## src/sv/bdlsp_pkg.sv

```systemverilog
`timescale 1ns / 1ps
`default_nettype none
// ----------------------------------------------------------------------------
// bdlsp_pkg
// types, constants and elaboration-time table helpers for the drive loss block
// ----------------------------------------------------------------------------
package bdlsp_pkg;

  // drive kind codes as they arrive on the input channel
  localparam logic [2:0] FUNC_VBELT   = 3'd0;
  localparam logic [2:0] FUNC_NOTCH   = 3'd1;
  localparam logic [2:0] FUNC_SYNC    = 3'd2;
  localparam logic [2:0] FUNC_DIRECT  = 3'd3;
  localparam logic [2:0] FUNC_SPEC    = 3'd4;

  // result status codes
  localparam logic [1:0] ST_OK   = 2'd0;
  localparam logic [1:0] ST_SAT  = 2'd1;
  localparam logic [1:0] ST_ZERO = 2'd2;

  localparam logic [23:0] POWER_MAX = 24'hFFFFFF;
  localparam logic [16:0] EFF_ONE   = 17'd65536;
  localparam logic [30:0] ONE_Q30   = 31'h4000_0000;

  // exponent rates in q0.32
  localparam logic [31:0] K1_Q32 = 32'd88819795;
  localparam logic [31:0] K2_Q32 = 32'd970769983;
  // loss coefficients over 100 in q0.30
  localparam logic [22:0] C1_Q30 = 23'd8041869;
  localparam logic [25:0] C2_Q30 = 26'd44413913;
  localparam logic [26:0] C3_Q30 = 27'd44696726;
  // ceil(2^33/7), exact floor(x/7) for x below 2^30
  localparam logic [30:0] RECIP7 = 31'd1227133514;

  localparam int QDEPTH     = 2;
  localparam int DIV_STAGES = 24;

  typedef enum logic [2:0] {
    KIND_VBELT,
    KIND_NOTCH,
    KIND_SYNC,
    KIND_DIRECT,
    KIND_SPEC
  } kind_t;

  typedef struct packed {
    kind_t       kind;
    logic [23:0] p;
    logic [16:0] e;
  } item_t;

  typedef struct packed {
    logic [31:0] nh;
    logic [23:0] nl;
    logic [30:0] den;
  } div_in_t;

  typedef struct packed {
    kind_t       kind;
    logic [23:0] motor;
    logic        sat;
    logic        zero;
    logic [16:0] e;
  } side_t;

  // shift and subtract quotient, only evaluated while building the table
  function automatic longint unsigned div_small(longint unsigned num, int unsigned den);
    longint unsigned q;
    longint unsigned r;
    q = 64'd0;
    r = 64'd0;
    for (int b = 63; b >= 0; b--) begin
      r = {r[62:0], num[b]};
      if (r >= 64'(den)) begin
        r    = r - 64'(den);
        q[b] = 1'b1;
      end
    end
    return q;
  endfunction

  // floor q2.30 of exp(-step) by the series summed up to its term of power 24
  function automatic longint unsigned exp_base(longint unsigned step);
    longint unsigned term;
    longint          sum;
    term = 64'd1 << 30;
    sum  = 64'sd1 << 30;
    for (int n = 1; n <= 24; n++) begin
      term = div_small((term * step) >> 30, n);
      if (n % 2 == 1) begin
        sum = sum - longint'(term);
      end else begin
        sum = sum + longint'(term);
      end
    end
    return (sum > 0) ? longint'(sum) : 64'd0;
  endfunction

  // table entry i as repeated rounded products of the base
  function automatic logic [30:0] exp_entry(int unsigned i, longint unsigned base);
    longint unsigned t;
    t = 64'd1 << 30;
    for (int unsigned k = 1; k <= i; k++) begin
      t = (t * base + (64'd1 << 29)) >> 30;
    end
    return t[30:0];
  endfunction

endpackage
`default_nettype wire

```

## src/sv/bdlsp_front.sv

```systemverilog
`timescale 1ns / 1ps
`default_nettype none
// ----------------------------------------------------------------------------
// bdlsp_front
// input register, drive kind decode and capture of the specified efficiency
// ----------------------------------------------------------------------------
module bdlsp_front import bdlsp_pkg::*; (
  input  wire logic        clk,
  input  wire logic        rst_n,
  input  wire logic        in_valid,
  output logic             in_ready,
  input  wire logic [2:0]  in_func,
  input  wire logic [23:0] in_power,
  input  wire logic [16:0] spec_eff,
  output logic             push,
  input  wire logic        q_full,
  output item_t            item
);

  logic  fv_r, fv_nxt;
  item_t item_r;
  kind_t kind;

  always_comb begin
    case (in_func)
      FUNC_NOTCH:  kind = KIND_NOTCH;
      FUNC_SYNC:   kind = KIND_SYNC;
      FUNC_DIRECT: kind = KIND_DIRECT;
      FUNC_SPEC:   kind = KIND_SPEC;
      default:     kind = KIND_VBELT;  // codes above specified act as v-belt
    endcase
  end

  assign in_ready = !fv_r || !q_full;
  assign push     = fv_r && !q_full;
  assign item     = item_r;

  always_comb begin
    fv_nxt = fv_r;
    if (in_valid && in_ready) begin
      fv_nxt = 1'b1;
    end else if (push) begin
      fv_nxt = 1'b0;
    end
  end

  always_ff @(posedge clk) begin
    if (!rst_n) begin
      fv_r <= 1'b0;
    end else begin
      fv_r <= fv_nxt;
    end
    if (in_valid && in_ready) begin
      item_r.kind <= kind;
      item_r.p    <= in_power;
      item_r.e    <= spec_eff;
    end
  end

endmodule
`default_nettype wire

```

## config.mk

```make
export PLATFORM = sky130hd
export DESIGN_NAME = bdlsp_front
export DESIGN_NICKNAME = d
export VERILOG_FILES = /design/src/sv/bdlsp_pkg.sv /design/src/sv/bdlsp_front.sv
export SDC_FILE = /design/constraint.sdc
export NUM_CORES = 1
export LEC_CHECK = 0
export BUFFER_PORTS_ARGS = -buffer_cell sky130_fd_sc_hd__buf_2
export CAP_MARGIN = 15
export CORE_MARGIN = 1.5
export CORE_UTILIZATION = 40
export CTS_CLUSTER_DIAMETER = 50
export DETAILED_ROUTE_END_ITERATION = 16
export GPL_ROUTABILITY_DRIVEN = 0
export PLACE_DENSITY = 0.77
export SLEW_MARGIN = 0
export SYNTH_ARGS = -nofsm -noshare
export SYNTH_HDL_FRONTEND = slang
export SYNTH_SLANG_ARGS = --single-unit
```

## constraint.sdc

```tcl
create_clock -name clk -period 2.63 [get_ports clk]
set_input_delay 0.526 -clock clk [delete_from_list [all_inputs] [get_ports clk]]
set_output_delay 0.526 -clock clk [all_outputs]
set_load 0.02 [all_outputs]
```

==> results.txt <==
Syn Area/Cell = 26.3 µm²
Final Setup Violations = 0
Critical path startpoint category = flop
H-tree depth = 2
Source of the worst register-to-register timing path = fv_r
Yosys reg bits = 45
Cell variety after synth = 8
Number of diodes = 0
Initial Util = 41.7%
Pre-CTS setup slack = 880 ps
Max_cap viols = 0
Switch Pwr = 310 µW
Fin. Hold Viols = 0
Worst-skew pair later-pin latency = 350 ps
Achievable Freq = 0.647 GHz
Clock sinks = 45
FF-to-FF path depth = 3
Share of the synthesized area in the top cell type = 95.0%
Routed WL = 2460 µm
Chip height = 62.0 µm
Critical path origin = fv_r
GRT Util Overall = 13.0%
Worst-path clk slew = 130 ps
Grt total ovfl = 0
Largest net degree at the start of global routing = 25
Antenna violations before repair = 0
CTS Hold Buffers Added = 0
Seq pwr share = 64.9%
# rows = 21
Max Slew Vio Count = 0
Worst R2R End = item[1]
Pwr/cell area = 655 mW/mm²
Int Pwr = 994 µW
Worst vdd ir = 0.474 mV
Slew HR = 66.3%
Clock power frac = 23.6%
EDFF count, synth = 44
Post-Synthesis Cells = 53
Most numerous cell in the Yosys netlist = edfxtp_1
CP max FO = 3
Pleak = 0.861 nW
RSZ-0062 raised after global routing = false
Final period util = 58.8%
Synth Cell Area = 0.00139 mm²
Status = complete, no violations
Tmin final = 1550 ps
Hold/Removal Path Class = primary input to flop
Vias per cell = 4.32
Syn_nets = 101
Vias in the first global route = 809
Clk buf depth = 2
Largest area contributor in the netlist = edfxtp_1
Synth area leaders = edfxtp_1 (95%), dfxtp_1 (1.4%), nor2b_1 (1.3%)
Ys async rst share = 0%
Sequential element share of the synthesized area = 96.4%
Vias post-DR = 869
Die Span X = 62.0 µm
Destination of the critical timing path = push
Kind of end point of the critical path = output pin
Crit Path Class = flop to output pin
Final setup skew = 4.28 ps
Wire per inst = 12.2 µm
CTS tree = done
IO buf count = 93
Post-CTS resize count = 0
Remaining DRCs = 0
Syn. warnings = 0
Setup TNS = 0 ps
Routed Antenna Nets = 0
Die area = 0.00384 mm²
Num CTS Buffers = 5
Final Net Count = 202
Post-CTS Repair Setup Buffers = 0
CORE AREA = 0.00334 mm²
Sw Ratio = 23.8%
R2R setup slack = 1210 ps
Final Worst Setup Slack = 1080 ps
Detailed router's first-iteration violation count = 27
Data arrival, critical path = 1020 ps
IO Count = 94
CP required = 2100 ps
# fillers = 274
First-pass GRT wire length = 3340 µm
Worst Max-Slew Pin Slew = 505 ps
Synth-to-layout area growth = 43.1%
Layout cell share with drive strength beyond 1 = 67.1%
Synth Flop Type = edfxtp_1
Drt first pass iters = 4
Tot Pwr = 1.30 mW
Comb pwr share = 11.5%
Clock Root Buffer = clkbuf_4
Most frequent cells after synthesis = edfxtp_1 (44), nor2b_1 (3)
-- layout by cell type, fill, tap and decap left out --
cell type / instances
a21oi_1: 1
nor2b_1: 3
clkinvlp_4: 1
nor3b_1: 1
nand2_1: 1
dfxtp_1: 1
and2b_2: 1
and2_2: 1
clkinv_2: 2
edfxtp_1: 44
buf_2: 93
buf_12: 1
clkbuf_4: 5
-- kinds of logic (layout without fill, tap and decap cells) --
kind of cell,after synthesis,after routing,share of synthesized area [%]
flops,45,45,96.4
compound gates,1,1,0.359
buf+inv,0,102,0
simple gates,7,7,3.24
-- metal layers --
metal  share of wire, %  up-vias  global-route usage [%]
li1                   -      409                       -
met5                  0        -                       0
met3                 13        5                    8.70
met1                 35      394                    13.2
met2                 50       61                    20.5
met4                2.0        0                    6.38
-- critical path: stages (launching register included) --
cell	delay, ps
dfxtp_1	340
and2b_2	190
buf_2	150
-- stage by stage --
step           utilization [%]  hold WS (ps)  std cells  cell area [µm²]
2_1_floorplan                -           488         53             1390
3_3_place_gp              58.0           506        193             1940
3_5_place_dp              58.0           541        193             1940
4_1_cts                   59.7           328        201             1990
5_1_grt                   59.7           316        201             1990
6_report                  59.7           343        201             1990
-- layout make-up --
class	instances	area [µm²]	area share (%)
Sequential cell	45	1340	67.4
Timing Repair Buffer	94	485	24.4
Tap cell	46	57.6	2.89
Multi-Input combinational cell	8	51.3	2.58
Clock buffer	5	37.5	1.89
Clock inverter	3	17.5	0.880
-- how the worst min path moves through the flow --
stage / start / to / depth (start not counted)
global placement: fv_r / fv_r / 2
detailed placement: fv_r / fv_r / 2
global route: spec_eff[6] / item[6] / 1
CTS: spec_eff[6] / item[6] / 1
floorplan: fv_r / fv_r / 2
finish: spec_eff[6] / item[6] / 1
-- power by group through the flow --
stage	clock, mW	combinational [mW]	sequential, mW
after global routing	0.349	0.163	0.851
after detailed placement	0	0.153	0.863
final	0.308	0.150	0.846
after floorplan	0	0.0182	0.918
after CTS	0.322	0.153	0.847
after global placement	0	0.150	0.861
-- flip-flops by register name, summed over array words and instances (netlist names) --
register,cells
item,44
fv_r,1
No activity file was read; power rests on OpenSTA's default activity.
