**config.mk**
```make
export PLATFORM = sky130hd
export DESIGN_NAME = bdlsp_div
export DESIGN_NICKNAME = d
export VERILOG_FILES = /design/src/sv/bdlsp_pkg.sv /design/src/sv/bdlsp_div.sv
export SDC_FILE = /design/constraint.sdc
export NUM_CORES = 2
export LEC_CHECK = 0
export ABC_AREA = 0
export BUFFER_PORTS_ARGS = -buffer_cell sky130_fd_sc_hd__clkbuf_2
export CORE_MARGIN = 5
export CORE_UTILIZATION = 50
export DETAILED_ROUTE_END_ITERATION = 6
export HOLD_SLACK_MARGIN = 0.03
export PLACE_DENSITY = 0.7
export SKIP_LAST_GASP = 1
export SLEW_MARGIN = 20
export SYNTH_ARGS = -nofsm -noshare
export SYNTH_HDL_FRONTEND = slang
export SYNTH_SLANG_ARGS = --single-unit
```
**constraint.sdc**
```tcl
create_clock -name clk -period 3.81 [get_ports clk]
set_input_delay 0.5715 -clock clk [delete_from_list [all_inputs] [get_ports clk]]
set_output_delay 0.5715 -clock clk [all_outputs]
set_load 0.01 [all_outputs]
```
**src/sv/bdlsp_pkg.sv**
```systemverilog
`timescale 1ns / 1ps
`default_nettype none
// ----------------------------------------------------------------------------
// bdlsp_pkg
// types, constants and elaboration-time table helpers for the drive loss block
// ----------------------------------------------------------------------------
package bdlsp_pkg;

  // drive kind codes as they arrive on the input channel
  localparam logic [2:0] FUNC_VBELT   = 3'd0;
  localparam logic [2:0] FUNC_NOTCH   = 3'd1;
  localparam logic [2:0] FUNC_SYNC    = 3'd2;
  localparam logic [2:0] FUNC_DIRECT  = 3'd3;
  localparam logic [2:0] FUNC_SPEC    = 3'd4;

  // result status codes
  localparam logic [1:0] ST_OK   = 2'd0;
  localparam logic [1:0] ST_SAT  = 2'd1;
  localparam logic [1:0] ST_ZERO = 2'd2;

  localparam logic [23:0] POWER_MAX = 24'hFFFFFF;
  localparam logic [16:0] EFF_ONE   = 17'd65536;
  localparam logic [30:0] ONE_Q30   = 31'h4000_0000;

  // exponent rates in q0.32
  localparam logic [31:0] K1_Q32 = 32'd88819795;
  localparam logic [31:0] K2_Q32 = 32'd970769983;
  // loss coefficients over 100 in q0.30
  localparam logic [22:0] C1_Q30 = 23'd8041869;
  localparam logic [25:0] C2_Q30 = 26'd44413913;
  localparam logic [26:0] C3_Q30 = 27'd44696726;
  // ceil(2^33/7), exact floor(x/7) for x below 2^30
  localparam logic [30:0] RECIP7 = 31'd1227133514;

  localparam int QDEPTH     = 2;
  localparam int DIV_STAGES = 24;

  typedef enum logic [2:0] {
    KIND_VBELT,
    KIND_NOTCH,
    KIND_SYNC,
    KIND_DIRECT,
    KIND_SPEC
  } kind_t;

  typedef struct packed {
    kind_t       kind;
    logic [23:0] p;
    logic [16:0] e;
  } item_t;

  typedef struct packed {
    logic [31:0] nh;
    logic [23:0] nl;
    logic [30:0] den;
  } div_in_t;

  typedef struct packed {
    kind_t       kind;
    logic [23:0] motor;
    logic        sat;
    logic        zero;
    logic [16:0] e;
  } side_t;

  // shift and subtract quotient, only evaluated while building the table
  function automatic longint unsigned div_small(longint unsigned num, int unsigned den);
    longint unsigned q;
    longint unsigned r;
    q = 64'd0;
    r = 64'd0;
    for (int b = 63; b >= 0; b--) begin
      r = {r[62:0], num[b]};
      if (r >= 64'(den)) begin
        r    = r - 64'(den);
        q[b] = 1'b1;
      end
    end
    return q;
  endfunction

  // floor q2.30 of exp(-step) by the series summed up to its term of power 24
  function automatic longint unsigned exp_base(longint unsigned step);
    longint unsigned term;
    longint          sum;
    term = 64'd1 << 30;
    sum  = 64'sd1 << 30;
    for (int n = 1; n <= 24; n++) begin
      term = div_small((term * step) >> 30, n);
      if (n % 2 == 1) begin
        sum = sum - longint'(term);
      end else begin
        sum = sum + longint'(term);
      end
    end
    return (sum > 0) ? longint'(sum) : 64'd0;
  endfunction

  // table entry i as repeated rounded products of the base
  function automatic logic [30:0] exp_entry(int unsigned i, longint unsigned base);
    longint unsigned t;
    t = 64'd1 << 30;
    for (int unsigned k = 1; k <= i; k++) begin
      t = (t * base + (64'd1 << 29)) >> 30;
    end
    return t[30:0];
  endfunction

endpackage
`default_nettype wire

```
**src/sv/bdlsp_div.sv**
```systemverilog
`timescale 1ns / 1ps
`default_nettype none
// ----------------------------------------------------------------------------
// bdlsp_div
// pipelined restoring divider, one quotient bit per stage
// ----------------------------------------------------------------------------
module bdlsp_div import bdlsp_pkg::*; (
  input  wire logic  clk,
  input  wire logic  rst_n,
  input  wire logic  en,
  input  wire logic  in_valid,
  input  div_in_t    in_div,
  input  side_t      in_side,
  output logic       out_valid,
  output logic [23:0] out_q,
  output side_t      out_side
);

  localparam int N = DIV_STAGES;

  logic [N-1:0]  v_r;
  logic [31:0]   rem_r [N];
  logic [23:0]   q_r   [N];
  logic [23:0]   nl_r  [N];
  logic [30:0]   den_r [N];
  side_t         sd_r  [N];

  logic [31:0]   rem_c [N];
  logic [23:0]   q_c   [N];
  logic [23:0]   nl_c  [N];

  always_comb begin
    logic [31:0] rin;
    logic [23:0] qin, nin;
    logic [30:0] din;
    logic [31:0] trial;
    for (int k = 0; k < N; k++) begin
      if (k == 0) begin
        rin = in_div.nh;
        qin = '0;
        nin = in_div.nl;
        din = in_div.den;
      end else begin
        rin = rem_r[k-1];
        qin = q_r[k-1];
        nin = nl_r[k-1];
        din = den_r[k-1];
      end
      trial   = {rin[30:0], nin[23]};
      nl_c[k] = {nin[22:0], 1'b0};
      if (trial >= {1'b0, din}) begin
        rem_c[k] = trial - {1'b0, din};
        q_c[k]   = {qin[22:0], 1'b1};
      end else begin
        rem_c[k] = trial;
        q_c[k]   = {qin[22:0], 1'b0};
      end
    end
  end

  always_ff @(posedge clk) begin
    if (!rst_n) begin
      v_r <= '0;
    end else if (en) begin
      v_r <= {v_r[N-2:0], in_valid};
    end
    if (en) begin
      for (int k = 0; k < N; k++) begin
        rem_r[k] <= rem_c[k];
        q_r[k]   <= q_c[k];
        nl_r[k]  <= nl_c[k];
      end
      den_r[0] <= in_div.den;
      sd_r[0]  <= in_side;
      for (int k = 1; k < N; k++) begin
        den_r[k] <= den_r[k-1];
        sd_r[k]  <= sd_r[k-1];
      end
    end
  end

  assign out_valid = v_r[N-1];
  assign out_q     = q_r[N-1];
  assign out_side  = sd_r[N-1];

endmodule
`default_nettype wire

```
==> key figures <==
Yosys
  • Ys async rst share: 0%
  • Syn_area_per_cell: 13.8 um^2
  • Flop and latch count out of synthesis: 3130
  • Synth Flop Type: edfxtp_1
  • Cell variety after synth: 97
  • Seq/Total Area, Yosys: 66.9%
  • Synth warn: 0
  • Synth Cell Area: 140000 um^2
  • Syn_nets: 11045
  • EDFF count, synth: 3106
  • Post-Synthesis Cells: 10141

Worst setup path
  • WP data arrival: 4390 ps
  • WP buf/inv: 3
  • CP max stage cell: edfxtp_1
  • Most frequent CP cell: o211ai_1
  • Crit start category: register
  • CP Capture Type: register
  • Crit-path cells: inv_2, ha_1, fa_1, nand2b_4, a21oi_2, buf_4, o211ai_1, o211ai_1, buf_4, a31oi_2, o211ai_1, o21a_1, a211oi_2, a21oi_1, xor2_1, mux2_2
  • CP Max Fanout: 4
  • Critical path type: register to register
  • Critical Path RT: 4460 ps
  • Cell family with most CP delay: compound AO/OA/AOI/OAI gates
  • Slowest cell delay on critical path: 600 ps

Finish
  • Finished Layout Cells: 15071
  • Share of layout cells above drive strength 1: 14.2%
  • Area of the multi-input gates: 42400 um^2
  • Filler cells: 21704
  • NumNets Final: 11988
  • Sequential cell area: 93700 um^2
  • Area grow syn2layout: 15.7%

Min path
  • HP Class: primary input to register

Routing
  • DR vias/cell: 5.40
  • Final antenna-violating net count: 0
  • Drt first pass iters: 7
  • Drt wl/cell: 17.9 um
  • Via count: 81361
  • DRC: 4
  • Routed WL: 269000 um
  • Initial drt markers: 6106

Clock network
  • CTS H-Tree Depth: 5
  • Worst-Skew Late Latency: 910 ps
  • Clk pin slew, worst setup/hold paths: 60 ps
  • CTS Buf Count: 330
  • Max clock buf depth: 4
  • Sink Count: 3130
  • CTS Root Cell: clkbuf_16
  • CTS tree: built

Global routing
  • Vias in the first global route: 81662
  • Largest net degree at the start of global routing: 114
  • First-pass GRT wire length: 428000 um
  • Tot GR Track Use: 17.9%
  • Initial antenna violation count: 4
  • Gr ovfl total: 0

Outcome
  • Status: finished with violations
  • Failing checks: DRC

Run
  • Maxcap violations: 0

Placed design
  • Cells after DPL: 14319
  • GP Congestion: 0.960
  • PortBufs: 206
  • HPWL Detailed: 189000 um

Timing
  • Setup TNS: 0 ps
  • Tmin final: 3740 ps
  • Clk_skew: 79.9 ps
  • Final Max Tran Viols: 0
  • Max Freq: 0.268 GHz
  • Hold Fails Final Rpt: 0
  • Worst slew margin: 28.3%
  • Setup-failing EPs final: 0
  • Tcrit/Tclk final: 98.1%
  • RSZ-0062 raised after global routing: true
  • Worst-margin pin slew: 1070 ps

Die
  • # IOs: 208
  • Initial Util: 50.2%
  • Die ar.: 291000 um^2
  • Die width: 539 um
  • Core area: 279000 um^2
  • # rows: 194
  • DIE HEIGHT: 539 um

Power and ir drop
  • Register share of total power: 38.6%
  • P_sw: 42.3 mW
  • Net Sw Frac: 32.7%
  • Combinational power share: 37.0%
  • Internal: 86.9 mW
  • Peak VDD IR: 0.414 mV
  • Clock power share: 24.4%
  • Pwr Density: 798 nW/um^2
  • Leak Pwr: 63.8 nW
==> sequential cells by signal, indices dropped and copies added (netlist names) <==
| signal | cells |
|---|---|
| sd_r | 1104 |
| rem_r | 713 |
| q_r | 300 |
| nl_r | 276 |
| v_r | 24 |
| den_r | 713 |
==> cell type report <==
cell class / instances / share of cell area (%)
sequential: 3130 / 57.9
multi-input combinational: 5869 / 26.2
antenna: 5 / 0.00772
timing repair buffer: 836 / 4.36
inverter: 917 / 2.12
clock buffer: 390 / 5.30
clock inverter: 200 / 1.31
tap: 3724 / 2.88
==> placed cells by master, fill, tap and decap left out, types with 21 or more instances in the layout <==
master / instances
dfxtp_1: 24
dlygate4sd3_1: 131
or3_1: 27
nand3_1: 116
o21a_1: 105
xnor2_1: 347
buf_12: 66
clkbuf_2: 205
xor2_1: 261
edfxtp_1: 3106
o211ai_1: 38
bufinv_16: 34
nand2b_1: 93
inv_1: 915
clkbuf_1: 55
a21oi_1: 719
clkinv_2: 67
o21bai_1: 79
mux2_2: 221
nor2b_1: 132
o31ai_1: 40
clkbuf_16: 340
a21o_1: 346
a31oi_1: 68
ha_1: 742
nor3_1: 79
and2_1: 25
a211oi_1: 47
o21ai_1: 55
nor2_1: 504
buf_4: 420
clkinv_1: 51
mux2i_1: 44
o31a_1: 22
nand2_1: 607
mux2_4: 26
nand4_1: 113
clkinvlp_4: 21
and3_1: 62
o21ai_0: 554
==> timing repair <==
action,CTS,global route
hold buffers,131,0
setup buffers,3,15
pin swaps,6,44
gates cloned,2,7
gates resized for setup,14,119
hold endpoints to repair,131,0
setup endpoints to repair,112,516
==> power groups by stage <==
stage                     Clock [mW]  Sequential (mW)  Combinational (mW)
final                           31.5             49.9                47.8
after global routing            34.0             50.4                52.7
after CTS                       32.6             49.9                46.4
after detailed placement           0             50.6                45.7
after global placement             0             50.5                44.4
after floorplan                    0             48.9                33.5
==> cells by family after synthesis <==
family,Yosys count,share of synthesized area [%]
flip-flops,3130,66.9
AO/OA/AOI/OAI,2342,10.4
AND/OR/NAND/NOR,1860,6.24
buffers and inverters,1143,3.26
adder cells (fa/ha/maj),767,6.97
XOR/XNOR,608,3.80
multiplexers,291,2.37
==> worst paths after layout <==
check                           slack [ps]  cells past startpoint       endpoint         start
worst max register to register          70                     16  rem_r[2][158]   nl_r[2][91]
worst min register to register         400                      0   sd_r[0][182]  sd_r[0][136]
worst max-delay path                    70                     16  rem_r[2][158]   nl_r[2][91]
worst min-delay path                   190                      4    rem_r[0][1]    in_div[55]
==> cells in the mapped netlist (all sizes together), types with 14 or more instances <==
| library cell | instances | area [um^2] |
|---|---|---|
| edfxtp | 3106 | 93300 |
| inv | 917 | 3440 |
| ha | 744 | 9310 |
| a21oi | 736 | 3690 |
| o21ai | 619 | 3110 |
| nand2 | 607 | 2280 |
| nor2 | 505 | 1900 |
| xnor2 | 347 | 3040 |
| a21o | 346 | 2600 |
| xor2 | 261 | 2290 |
| mux2 | 247 | 2880 |
| nor2b | 139 | 870 |
| nand3 | 119 | 596 |
| clkbuf | 116 | 437 |
| nand4 | 113 | 707 |
| buf | 110 | 693 |
| o21a | 106 | 796 |
| nand2b | 94 | 588 |
| a31oi | 81 | 534 |
| o21bai | 80 | 601 |
| nor3 | 79 | 395 |
| and3 | 63 | 394 |
| a211oi | 56 | 430 |
| o31ai | 47 | 368 |
| mux2i | 44 | 440 |
| o211ai | 38 | 285 |
| or3 | 28 | 175 |
| and2 | 26 | 165 |
| a21boi | 24 | 180 |
| dfxtp | 24 | 480 |
| fa | 23 | 460 |
| o31a | 23 | 201 |
| and4 | 19 | 166 |
| a41oi | 17 | 149 |
| or2 | 17 | 106 |
| a2111oi | 16 | 190 |
| a31o | 15 | 131 |
| a221oi | 14 | 129 |
==> worst min-delay path: cells and delay by family <==
| family | cells | cell delay (ps) |
|---|---|---|
| multiplexers | 1 | 50 |
| buffers and inverters | 3 | 290 |
==> layer usage <==
metal	up-vias	share of wire (%)	GRT usage (%)
met1	39194	43	23.3
met3	614	4.3	2.23
met2	2004	49	30.6
met4	0	4.0	7.14
met5	-	0	0
li1	39549	-	-
==> metrics by stage <==
stage / area, um^2 / worst slack (ps) / hold slack, ps / util [%] / power [mW]
after floorplan: 140000 / 181 / 400 / - / 82.4
after detailed placement: 149000 / -199 / 405 / 53.4 / 96.3
after CTS: 161000 / -6.81 / 94.5 / 57.8 / 129
after global placement: 149000 / -304 / 400 / 53.4 / 94.9
after global routing: 162000 / -79.7 / 163 / 58.0 / 137
final: 162000 / 72.2 / 192 / 58.0 / 129
No activity file was read; power rests on OpenSTA's default activity.
