### src/sv/bdlsp_pkg.sv
`timescale 1ns / 1ps
`default_nettype none
// ----------------------------------------------------------------------------
// bdlsp_pkg
// types, constants and elaboration-time table helpers for the drive loss block
// ----------------------------------------------------------------------------
package bdlsp_pkg;

  // drive kind codes as they arrive on the input channel
  localparam logic [2:0] FUNC_VBELT   = 3'd0;
  localparam logic [2:0] FUNC_NOTCH   = 3'd1;
  localparam logic [2:0] FUNC_SYNC    = 3'd2;
  localparam logic [2:0] FUNC_DIRECT  = 3'd3;
  localparam logic [2:0] FUNC_SPEC    = 3'd4;

  // result status codes
  localparam logic [1:0] ST_OK   = 2'd0;
  localparam logic [1:0] ST_SAT  = 2'd1;
  localparam logic [1:0] ST_ZERO = 2'd2;

  localparam logic [23:0] POWER_MAX = 24'hFFFFFF;
  localparam logic [16:0] EFF_ONE   = 17'd65536;
  localparam logic [30:0] ONE_Q30   = 31'h4000_0000;

  // exponent rates in q0.32
  localparam logic [31:0] K1_Q32 = 32'd88819795;
  localparam logic [31:0] K2_Q32 = 32'd970769983;
  // loss coefficients over 100 in q0.30
  localparam logic [22:0] C1_Q30 = 23'd8041869;
  localparam logic [25:0] C2_Q30 = 26'd44413913;
  localparam logic [26:0] C3_Q30 = 27'd44696726;
  // ceil(2^33/7), exact floor(x/7) for x below 2^30
  localparam logic [30:0] RECIP7 = 31'd1227133514;

  localparam int QDEPTH     = 2;
  localparam int DIV_STAGES = 24;

  typedef enum logic [2:0] {
    KIND_VBELT,
    KIND_NOTCH,
    KIND_SYNC,
    KIND_DIRECT,
    KIND_SPEC
  } kind_t;

  typedef struct packed {
    kind_t       kind;
    logic [23:0] p;
    logic [16:0] e;
  } item_t;

  typedef struct packed {
    logic [31:0] nh;
    logic [23:0] nl;
    logic [30:0] den;
  } div_in_t;

  typedef struct packed {
    kind_t       kind;
    logic [23:0] motor;
    logic        sat;
    logic        zero;
    logic [16:0] e;
  } side_t;

  // shift and subtract quotient, only evaluated while building the table
  function automatic longint unsigned div_small(longint unsigned num, int unsigned den);
    longint unsigned q;
    longint unsigned r;
    q = 64'd0;
    r = 64'd0;
    for (int b = 63; b >= 0; b--) begin
      r = {r[62:0], num[b]};
      if (r >= 64'(den)) begin
        r    = r - 64'(den);
        q[b] = 1'b1;
      end
    end
    return q;
  endfunction

  // floor q2.30 of exp(-step) by the series summed up to its term of power 24
  function automatic longint unsigned exp_base(longint unsigned step);
    longint unsigned term;
    longint          sum;
    term = 64'd1 << 30;
    sum  = 64'sd1 << 30;
    for (int n = 1; n <= 24; n++) begin
      term = div_small((term * step) >> 30, n);
      if (n % 2 == 1) begin
        sum = sum - longint'(term);
      end else begin
        sum = sum + longint'(term);
      end
    end
    return (sum > 0) ? longint'(sum) : 64'd0;
  endfunction

  // table entry i as repeated rounded products of the base
  function automatic logic [30:0] exp_entry(int unsigned i, longint unsigned base);
    longint unsigned t;
    t = 64'd1 << 30;
    for (int unsigned k = 1; k <= i; k++) begin
      t = (t * base + (64'd1 << 29)) >> 30;
    end
    return t[30:0];
  endfunction

endpackage
`default_nettype wire

### src/sv/bdlsp_fifo.sv
`timescale 1ns / 1ps
`default_nettype none
// ----------------------------------------------------------------------------
// bdlsp_fifo
// short show-ahead queue between classification and the arithmetic pipeline
// ----------------------------------------------------------------------------
module bdlsp_fifo import bdlsp_pkg::*; (
  input  wire logic  clk,
  input  wire logic  rst_n,
  input  wire logic  push,
  input  item_t      din,
  output logic       full,
  input  wire logic  pop,
  output logic       empty,
  output item_t      dout
);

  localparam int AW = $clog2(QDEPTH);

  item_t               mem_r [QDEPTH];
  logic [AW-1:0]       wp_r, wp_nxt, rp_r, rp_nxt;
  logic [AW:0]         cnt_r, cnt_nxt;

  assign full  = (cnt_r == (AW+1)'(QDEPTH));
  assign empty = (cnt_r == '0);
  assign dout  = mem_r[rp_r];

  always_comb begin
    wp_nxt  = wp_r;
    rp_nxt  = rp_r;
    cnt_nxt = cnt_r;
    if (push) begin
      wp_nxt = (wp_r == AW'(QDEPTH - 1)) ? '0 : wp_r + 1'b1;
    end
    if (pop) begin
      rp_nxt = (rp_r == AW'(QDEPTH - 1)) ? '0 : rp_r + 1'b1;
    end
    if (push && !pop) begin
      cnt_nxt = cnt_r + 1'b1;
    end else if (pop && !push) begin
      cnt_nxt = cnt_r - 1'b1;
    end
  end

  always_ff @(posedge clk) begin
    if (!rst_n) begin
      wp_r  <= '0;
      rp_r  <= '0;
      cnt_r <= '0;
    end else begin
      wp_r  <= wp_nxt;
      rp_r  <= rp_nxt;
      cnt_r <= cnt_nxt;
    end
    if (push) begin
      mem_r[wp_r] <= din;
    end
  end

endmodule
`default_nettype wire

### config.mk
export PLATFORM = sky130hd
export DESIGN_NAME = bdlsp_fifo
export DESIGN_NICKNAME = d
export VERILOG_FILES = /design/src/sv/bdlsp_pkg.sv /design/src/sv/bdlsp_fifo.sv
export SDC_FILE = /design/constraint.sdc
export NUM_CORES = 1
export LEC_CHECK = 0
export ABC_AREA = 1
export BUFFER_PORTS_ARGS = -buffer_cell sky130_fd_sc_hd__buf_2
export CORE_MARGIN = 1.5
export CORE_UTILIZATION = 31
export DETAILED_ROUTE_END_ITERATION = 10
export GPL_TIMING_DRIVEN = 0
export PLACE_DENSITY = 0.54
export SKIP_CTS_REPAIR_TIMING = 1
export SLEW_MARGIN = 30
export SYNTH_ARGS = -nofsm -noshare
export SYNTH_HDL_FRONTEND = slang
export SYNTH_SLANG_ARGS = --single-unit
### constraint.sdc
create_clock -name clk -period 3.5 [get_ports clk]
set_clock_uncertainty 0.1 [all_clocks]
set_input_delay 0.35 -clock clk [delete_from_list [all_inputs] [get_ports clk]]
set_output_delay 0.35 -clock clk [all_outputs]
set_load 0.02 [all_outputs]
==> summary.txt, run 1 <==
DRC errors left - 0
Compound-Gate Fraction of Synth Area - 0.00277
Yosys top cell area share - 0.733
xor/xnor cell area share of the yosys netlist - 0
Final Total Pwr - 2.61 mW
post-synthesis register bit count - 93
I/O pin cnt - 94
dpl ws - 1880 ps
Synth area leader - edfxtp_1
Die Wd - 111 um
Storage cell area - 2740 um2
top post-synthesis cells by area - edfxtp_1 73%, mux2_4 17%, dfxtp_1 2.8%
mux cell area share after synthesis - 0.179
post-synthesis adder-cell area fraction - 0.00347
total number of vias - 1809
P_sw - 0.560 mW
Yosys cell types - 14
Die Y-Extent - 111 um
maxcap violations - 0
cell with the biggest individual delay on the critical path - dfxtp_1
Post-Synth Simple-Gate Area - 0.0208
Final #Nets - 328
hold crit path type - input port to flop
Min-Delay Path Depth - 1
largest net degree at the start of global routing - 24
fin. max-slew vios - 0
CTS sink count - 93
CTS tree - built
cells after synthesis - 172
Area Overhead vs Synth - 28.5%
most common cell after layout, fill and taps aside - buf_2
Root Buffer - clkbuf_16
core box area - 11400 um2
row count - 39
Slowest Stage Delay on Critical Path - 320 ps
net count after synthesis - 221
first-pass GRT wire length - 9.58 mm
Leak - 1.87 nW
die area - 12300 um2
share of cells above drive strength 1 - 0.563
Multi-input gate area - 751 um2
crit end category - output port
main combinational cell family by area after synthesis - multiplexers
fillers - 1050
critical path class - flop to output port
initial detailed-routing violation count - 50
Total Wirelength - 5.84 mm
initial antenna violation count - 0
Port Buffers - 93
Sw Ratio - 0.214
All-Layer GR Usage - 0.103
clk buf depth - 2
Post-Route Utilization - 0.408
crit-path leading delay family - buffers and inverters
routed vias/inst - 4.24
Syn Area/Cell - 21.0 um2
Int Pwr - 2.05 mW
Worst Setup Start Kind - flop
Buf/Inv on CP - 3
Initial Utilization - 0.317
worst-margin pin slew - 480 ps
Yosys warnings - 0
Crit path required time - 3050 ps
combinational power share - 0.122
Final Setup Violations - 0
sequential fraction of the synthesis area - 0.760
Setup WS post-layout - 1590 ps
status - completed
commonest non-fill, non-tap cells in the layout - 93 x buf_2, 88 x edfxtp_1, 40 x mux2_4, 9 x clkbuf_16
Tcrit/Tclk final - 0.546
critical-path cell list - buf_6 > buf_12 > mux2_4 > buf_2
GPL Wtd Cong - 0.686
Post-Layout Cell Count - 427
peak supply drop - 265 uV
clk_lat worst skew - 330 ps
CTS buffer count - 9
vias in the first global route - 1951
H-tree Lvls - 3
Reg power frac - 0.498
Final min period - 1910 ps
Placed Cells - 411
Crit path depth - 4
pwr/cell area - 564 nW/um2
clock power share - 0.380
Fin. Hold Viols - 0
DPL Wire Length - 4.03 mm
crit path DAT - 1460 ps
Syn Std Cell Area - 3610 um2
grt ovf - 0
drt wl/cell - 13.7 um
RSZ-0062 raised after global routing - false
slew margin rel. - 0.679
Routed Antenna Nets - 0
router iterations before antenna repair - 3
Worst R2R Path Depth - 3
max frequency - 523 MHz
ANT cells - 0
Clk pin slew, worst setup/hold paths - 60 ps
Worst Path Max Fanout - 10
==> layer usage <==
layer	track usage	part of all wire	wire length, um	up-vias
met5	0	0	0	-
li1	-	-	-	866
met2	0.172	0.50	2950	58
met4	0.0590	0.026	153	0
met3	0.0290	0.050	292	11
met1	0.120	0.42	2440	874
==> synth_stat cells <==
cell type / count
nand2_1: 8
o21ai_0: 1
nor2_1: 9
dfxtp_1: 5
buf_6: 1
ha_1: 1
inv_1: 8
mux2_2: 4
edfxtp_1: 88
nand3_1: 1
buf_12: 4
mux2_4: 40
nand4_1: 1
a21oi_1: 1
==> area by class of cell <==
| class | count | share of cell area |
|---|---|---|
| plain buffers | 5 | 0.0197 |
| well taps | 143 | 0.0386 |
| multi-input cells | 66 | 0.162 |
| clock inverters | 6 | 0.0167 |
| inverters | 8 | 0.00702 |
| repair buffers | 96 | 0.115 |
| flip-flops and latches | 93 | 0.592 |
| clock buffers | 10 | 0.0494 |
==> power groups by stage <==
| stage | logic (mW) | clock network, mW | registers, mW |
|---|---|---|---|
| 2_1_floorplan | 0.212 | 0 | 1.32 |
| 3_3_place_gp | 0.310 | 0 | 1.33 |
| 3_5_place_dp | 0.327 | 0 | 1.33 |
| 4_1_cts | 0.328 | 1.03 | 1.30 |
| 5_1_grt | 0.346 | 1.07 | 1.31 |
| 6_report | 0.319 | 0.994 | 1.30 |
==> worst reg2reg max path, stage by stage (launching register included) <==
cell	delay, ps
dfxtp_1	390
nand2_1	130
inv_4	270
buf_12	230
==> sequential cells by signal, summed over array words and instances (netlist names), named ones only <==
register and cells:
cnt_r 2, wp_r 1, rp_r 1, mem_r 88
==> metrics by stage <==
step / TNS (ps) / hold WS [ps] / instance area (um2)
2_1_floorplan: 0 / 349 / 3610
3_3_place_gp: -36630 / 376 / 4250
3_5_place_dp: 0 / 383 / 4330
4_1_cts: 0 / 88.2 / 4640
5_1_grt: 0 / 91.8 / 4640
6_report: 0 / 101 / 4640
==> final timing paths <==
| kind | start | to | slack (ps) |
|---|---|---|---|
| worst max-delay path | flop | dout[14] | 1590 |
| worst max register to register | wp_r$_SDFFE_PN0P_ | mem_r[1][25]$_DFFE_PP_ | 2080 |
| worst min register to register | rp_r$_SDFFE_PN0P_ | rp_r$_SDFFE_PN0P_ | 410 |
| worst min-delay path | din[4] | mem_r[1][4]$_DFFE_PP_ | 100 |
==> kinds of logic (layout without fill, tap and decap cells) <==
family          Yosys count  count (layout)
flops                    93              93
mux                      44              44
simple gates             19              19
buf+inv                  13             125
compound gates            2               2
fa+ha+maj                 1               1
(Power assumes the default switching activity.)
==> inputs of run 2 (changes only) <==
==> constraint.sdc (replaced) <==
create_clock -name clk -period 1.91 [get_ports clk]
set_clock_uncertainty 0.1 [all_clocks]
set_input_delay 0.191 -clock clk [delete_from_list [all_inputs] [get_ports clk]]
set_output_delay 0.191 -clock clk [all_outputs]
set_load 0.02 [all_outputs]
==> run 2 against run 1 <==
- clock-buffer cell count up 4
- critical path depth unchanged
- cell count grew 10%
- flip-flop and latch count unchanged
- clock power up 56%
- largest power group unchanged
- sequential power increased by 83%
- critical endpoint is now dout[26]
- die area stayed put
- non-clock buffer count grew 43
- combinational power increased by 100%
- register-to-register slack lost 1600 ps
- largest cell class unchanged
- design area grew 8.1%
==> summary.txt, run 2 (synthesis gave the netlist of run 1 again) <==
status - completed
total number of vias - 1960
slew margin rel. - 0.614
Clk pin slew, worst setup/hold paths - 60 ps
Leak - 2.02 nW
critical path class - flop to output port
grt met2 use - 0.164
vias in the first global route - 1892
Tcrit/Tclk final - 0.919
Worst Setup Start Kind - flop
Biggest register - mem_r
Slowest Stage Delay on Critical Path - 320 ps
routed vias/inst - 4.17
router iterations before antenna repair - 4
dpl ws - 437 ps
peak supply drop - 496 uV
Largest register FFs - 88
Top Usage Layer GRT - met2
H-tree Lvls - 3
Area Overhead vs Synth - 38.9%
Final Total Pwr - 4.59 mW
initial detailed-routing violation count - 53
Initial Utilization - 0.317
ANT cells - 0
commonest non-fill, non-tap cells in the layout - 93 x buf_2, 88 x edfxtp_1, 44 x dlygate4sd3_1, 40 x mux2_4, 9 x clkbuf_16
Total Wirelength - 5.98 mm
largest net degree at the start of global routing - 45
clk buf depth - 2
GPL Wtd Cong - 0.658
Setup WS post-layout - 155 ps
Die Y-Extent - 111 um
routing usage on met3 - 0.0350
CTS tree - built
Worst Path Max Fanout - 10
drt wl/cell - 12.7 um
hold crit path type - input port to flop
I/O pin cnt - 94
row count - 39
worst-margin pin slew - 578 ps
cell with the biggest individual delay on the critical path - dfxtp_1
core box area - 11400 um2
DRC errors left - 0
All-Layer GR Usage - 0.0981
initial antenna violation count - 0
Routed Antenna Nets - 0
Storage cell area - 2740 um2
Final min period - 1750 ps
design area - 5010 um2
Fin. Hold Viols - 0
critical-path cell list - buf_6 > buf_12 > mux2_4 > buf_2
pwr/cell area - 915 nW/um2
Root Buffer - clkbuf_16
Final Setup Violations - 0
Die Wd - 111 um
RSZ-0062 raised after global routing - false
CTS sink count - 93
maxcap violations - 0
GRT met1 Usage - 0.113
placed cell areas - 4320 um2
DPL Wire Length - 3.92 mm
first-pass GRT wire length - 9.16 mm
Crit path required time - 1620 ps
most common cell after layout, fill and taps aside - buf_2
fin. max-slew vios - 0
crit end category - output port
clk_lat worst skew - 330 ps
grt ovf - 0
max frequency - 570 MHz
fillers - 1036
Regs by FF count - mem_r: 88 flops, cnt_r: 2 flops
Multi-input gate area - 751 um2
CTS buffer count - 9
die area - 12300 um2
share of cells above drive strength 1 - 0.480
Port Buffers - 93
Final #Nets - 371
crit path DAT - 1460 ps
run 2: cell count changes in the layout (fill, tap and decap cells not counted), sizes merged:
cell / previous run / this run
clkbuf: 10 / 14
dlygate4sd3: 0 / 44
bufinv: 2 / 0
clkinv: 4 / 2
buf: 101 / 100
run 2: report_power, final:
part / switching, mW / internal [mW]
sequential: 0.0288 / 2.35
combinational: 0.318 / 0.334
clock: 0.671 / 0.880
total: 1.02 / 3.57
run 2: routing by layer:
metal / wire (um) / vias up / part of all wire
li1: - / 953 / -
met1: 2630 / 941 / 0.44
met2: 2920 / 57 / 0.49
met3: 343 / 9 / 0.057
met4: 89 / 0 / 0.015
met5: 0 / - / 0
run 2: cell type report:
type                    instances  share of cell area
plain buffers                   5              0.0182
clock buffers                  14              0.0487
clock inverters                 2             0.00200
inverters                       8             0.00649
multi-input cells              66               0.150
flip-flops and latches         93               0.547
well taps                     143              0.0357
repair buffers                139               0.192
run 2: final timing paths:
kind	from	endpoint	slack (ps)	cells after the start
setup reg to reg	wp_r$_SDFFE_PN0P_	mem_r[1][42]$_DFFE_PP_	460	2
setup / recovery	flop	dout[26]	160	4
hold / removal	rst_n	cnt_r[1]$_SDFFE_PN0P_	30	3
hold reg to reg	rp_r$_SDFFE_PN0P_	flop	400	2
run 2: stage by stage:
step / cells / TNS, ps / util / hold WS, ps
5_1_grt: 470 / 0 / 0.441 / 29.0
3_3_place_gp: 408 / -23730 / 0.375 / 278
4_1_cts: 426 / 0 / 0.402 / -69.8
6_report: 470 / 0 / 0.441 / 28.3
2_1_floorplan: 172 / 0 / - / 190
3_5_place_dp: 410 / 0 / 0.380 / 283
run 2: worst max-delay path: cells and delay by family (launching register included):
family   cells  cell delay [ps]
buf+inv      3              500
mux          1              310
flops        1              320
==> inputs of run 3 (changes only) <==
--- a/config.mk
+++ b/config.mk
@@ -5,7 +5,6 @@
 export SDC_FILE = /design/constraint.sdc
 export NUM_CORES = 1
 export LEC_CHECK = 0
-export ABC_AREA = 1
 export BUFFER_PORTS_ARGS = -buffer_cell sky130_fd_sc_hd__buf_2
 export CORE_MARGIN = 1.5
 export CORE_UTILIZATION = 31
==> run 3 against run 2 <==
- die area down 5.8%
- sequential power about the same
- largest power group unchanged
- core utilization increased by 0.73 points
- sequential share of layout area is 2.2 points higher
- setup slack lost 67 ps
==> summary.txt, run 3 <==
worst-margin pin slew - 561 ps
CTS sink count - 93
I/O pin cnt - 94
Final Setup Violations - 0
ys flop type - edfxtp_1
fin. max-slew vios - 0
hold worst-path end - wp_r$_SDFFE_PN0P_
Sw Ratio - 0.221
Placed Cells - 395
reg-to-reg slack, setup - 470 ps
share of cells above drive strength 1 - 0.511
maxcap violations - 0
Fin. Hold Viols - 0
Worst Path Max Fanout - 10
routed vias/inst - 4.21
Reg power frac - 0.524
Routed Antenna Nets - 0
Reg2Reg Capture Point - mem_r[0][41]$_DFFE_PP_
pwr/cell area - 941 nW/um2
Reg-to-Reg Start - wp_r$_SDFFE_PN0P_
Yosys top cell area share - 0.779
RSZ-0062 raised after global routing - false
ANT cells - 0
Port Buffers - 93
Initial Utilization - 0.316
crit path DAT - 1530 ps
CTS tree - built
post-synthesis register bit count - 93
Synth area leader - edfxtp_1
DPL Wire Length - 3.86 mm
clock power share - 0.332
GPL Wtd Cong - 0.632
peak supply drop - 361 uV
cells after synthesis - 159
Async S/R FF share, synth - 0
sequential fraction of the synthesis area - 0.809
max frequency - 549 MHz
cell with the biggest individual delay on the critical path - mux2_2
Die Y-Extent - 108 um
H-tree Lvls - 3
Worst Setup Start Kind - flop
crit end category - output port
design area - 4810 um2
Largest register FFs - 88
grt ovf - 0
top post-synthesis cells by area - edfxtp_1 78%, mux2_2 15%, dfxtp_1 3.0%
Slowest Stage Delay on Critical Path - 340 ps
Die Wd - 108 um
drt wl/cell - 13.3 um
CTS buffer count - 9
combinational power share - 0.144
Crit path required time - 1620 ps
initial antenna violation count - 0
status - completed
slew margin rel. - 0.625
Root Buffer - clkbuf_8
net count after synthesis - 208
most frequent cell after synthesis - edfxtp_1
Yosys cell types - 17
clk buf depth - 2
Buf/Inv on CP - 3
fillers - 985
die area - 11600 um2
Leak - 1.82 nW
Clk pin slew, worst setup/hold paths - 80 ps
largest net degree at the start of global routing - 28
core box area - 10700 um2
P_sw - 1.00 mW
initial detailed-routing violation count - 50
placed cell areas - 4120 um2
first-pass GRT wire length - 8.88 mm
Post-Layout Cell Count - 455
row count - 38
router iterations before antenna repair - 4
Syn Area/Cell - 21.3 um2
Synth top cells by count - 88 x edfxtp_1, 44 x mux2_2, 5 x dfxtp_1, 4 x and2_1, 4 x buf_4
Final min period - 1820 ps
critical-path cell list - buf_4 > buf_6 > mux2_2 > buf_2
DRC errors left - 0
Int Pwr - 3.53 mW
total number of vias - 1916
vias in the first global route - 1813
All-Layer GR Usage - 0.106
Syn Std Cell Area - 3390 um2
Biggest register - mem_r
critical path class - flop to output port
Regs by FF count - mem_r: 88 flops, cnt_r: 2 flops
Area Overhead vs Synth - 41.9%
Final #Nets - 360
Total Wirelength - 6.07 mm
clk_lat worst skew - 340 ps
Min-Delay Path Depth - 3
EDFF count, synth - 88
commonest non-fill, non-tap cells in the layout - 93 x buf_2, 88 x edfxtp_1, 45 x dlygate4sd3_1, 44 x mux2_2, 9 x clkbuf_8
Tcrit/Tclk final - 0.954
Sum Neg Setup Slack - 0 ps
Hold Crit Start - push
Yosys warnings - 0
Worst R2R Path Depth - 2
crit-path leading delay family - buffers and inverters
hold crit path type - input port to flop
most common cell after layout, fill and taps aside - buf_2
-- run 3: changes by cell type after synthesis, sizes merged, moves of 2 or more --
cell,previous run,this run
nor2,9,1
nor2b,0,2
inv,8,1
and2,0,4
nand2,8,0
xor2,0,2
-- run 3: worst reg2reg max path: stages (launching register included) --
cell and delay (ps):
dfxtp_1 350, nor2b_4 470, buf_16 230
-- run 3: worst max path at each step --
stage	end	cells after the start
final	dout[41]	4
after global routing	dout[15]	4
after CTS	dout[36]	4
after detailed placement	dout[21]	4
after global placement	mem_r[1][42]$_DFFE_PP_	1
after floorplan	mem_r[1][0]$_DFFE_PP_	1
-- run 3: logic make-up (layout without fill, tap and decap cells) --
logic type,Yosys count,count (layout),share of synthesized area
AOI/OAI and AO/OA,3,3,0.00590
muxes,44,44,0.146
and+or+nand+nor,9,9,0.0166
DFF,93,93,0.809
adders and majority gates,1,1,0.00369
xor gates and xnor gates,3,3,0.00775
buffers and inverters,6,162,0.0114
-- run 3: cell type report --
| class | instances | area (um2) | share of cell area |
|---|---|---|---|
| plain buffers | 5 | 52.6 | 0.0109 |
| multi-input cells | 60 | 621 | 0.129 |
| clock inverters | 4 | 97.6 | 0.0203 |
| clock buffers | 11 | 131 | 0.0273 |
| flip-flops and latches | 93 | 2740 | 0.570 |
| well taps | 140 | 175 | 0.0364 |
| repair buffers | 141 | 991 | 0.206 |
| inverters | 1 | 3.75 | 0.000780 |
-- run 3: layer usage --
| metal | track usage | share of wire | vias to the layer above |
|---|---|---|---|
| met1 | 0.127 | 0.43 | 934 |
| li1 | - | - | 920 |
| met4 | 0.0592 | 0.015 | 0 |
| met3 | 0.0406 | 0.062 | 8 |
| met2 | 0.165 | 0.49 | 54 |
| met5 | 0 | 0 | - |
-- run 3: power by group through the flow --
stage | clock network (mW) | registers [mW] | logic [mW]
floorplan | 0 | 2.42 | 0.358
global placement | 0 | 2.42 | 0.551
detailed placement | 0 | 2.42 | 0.585
CTS | 1.58 | 2.38 | 0.586
global route | 1.63 | 2.39 | 0.703
finish | 1.50 | 2.38 | 0.652
-- run 3: per-stage QoR --
stage	hold WS, ps	setup slack (ps)	total power [mW]	utilization
2_1_floorplan	190	-44.9	2.78	-
3_5_place_dp	282	328	3.01	0.383
6_report	98.2	88.5	4.53	0.448
3_3_place_gp	280	-730	2.97	0.376
5_1_grt	89.4	0.616	4.72	0.448
4_1_cts	-106	-71.3	4.54	0.405
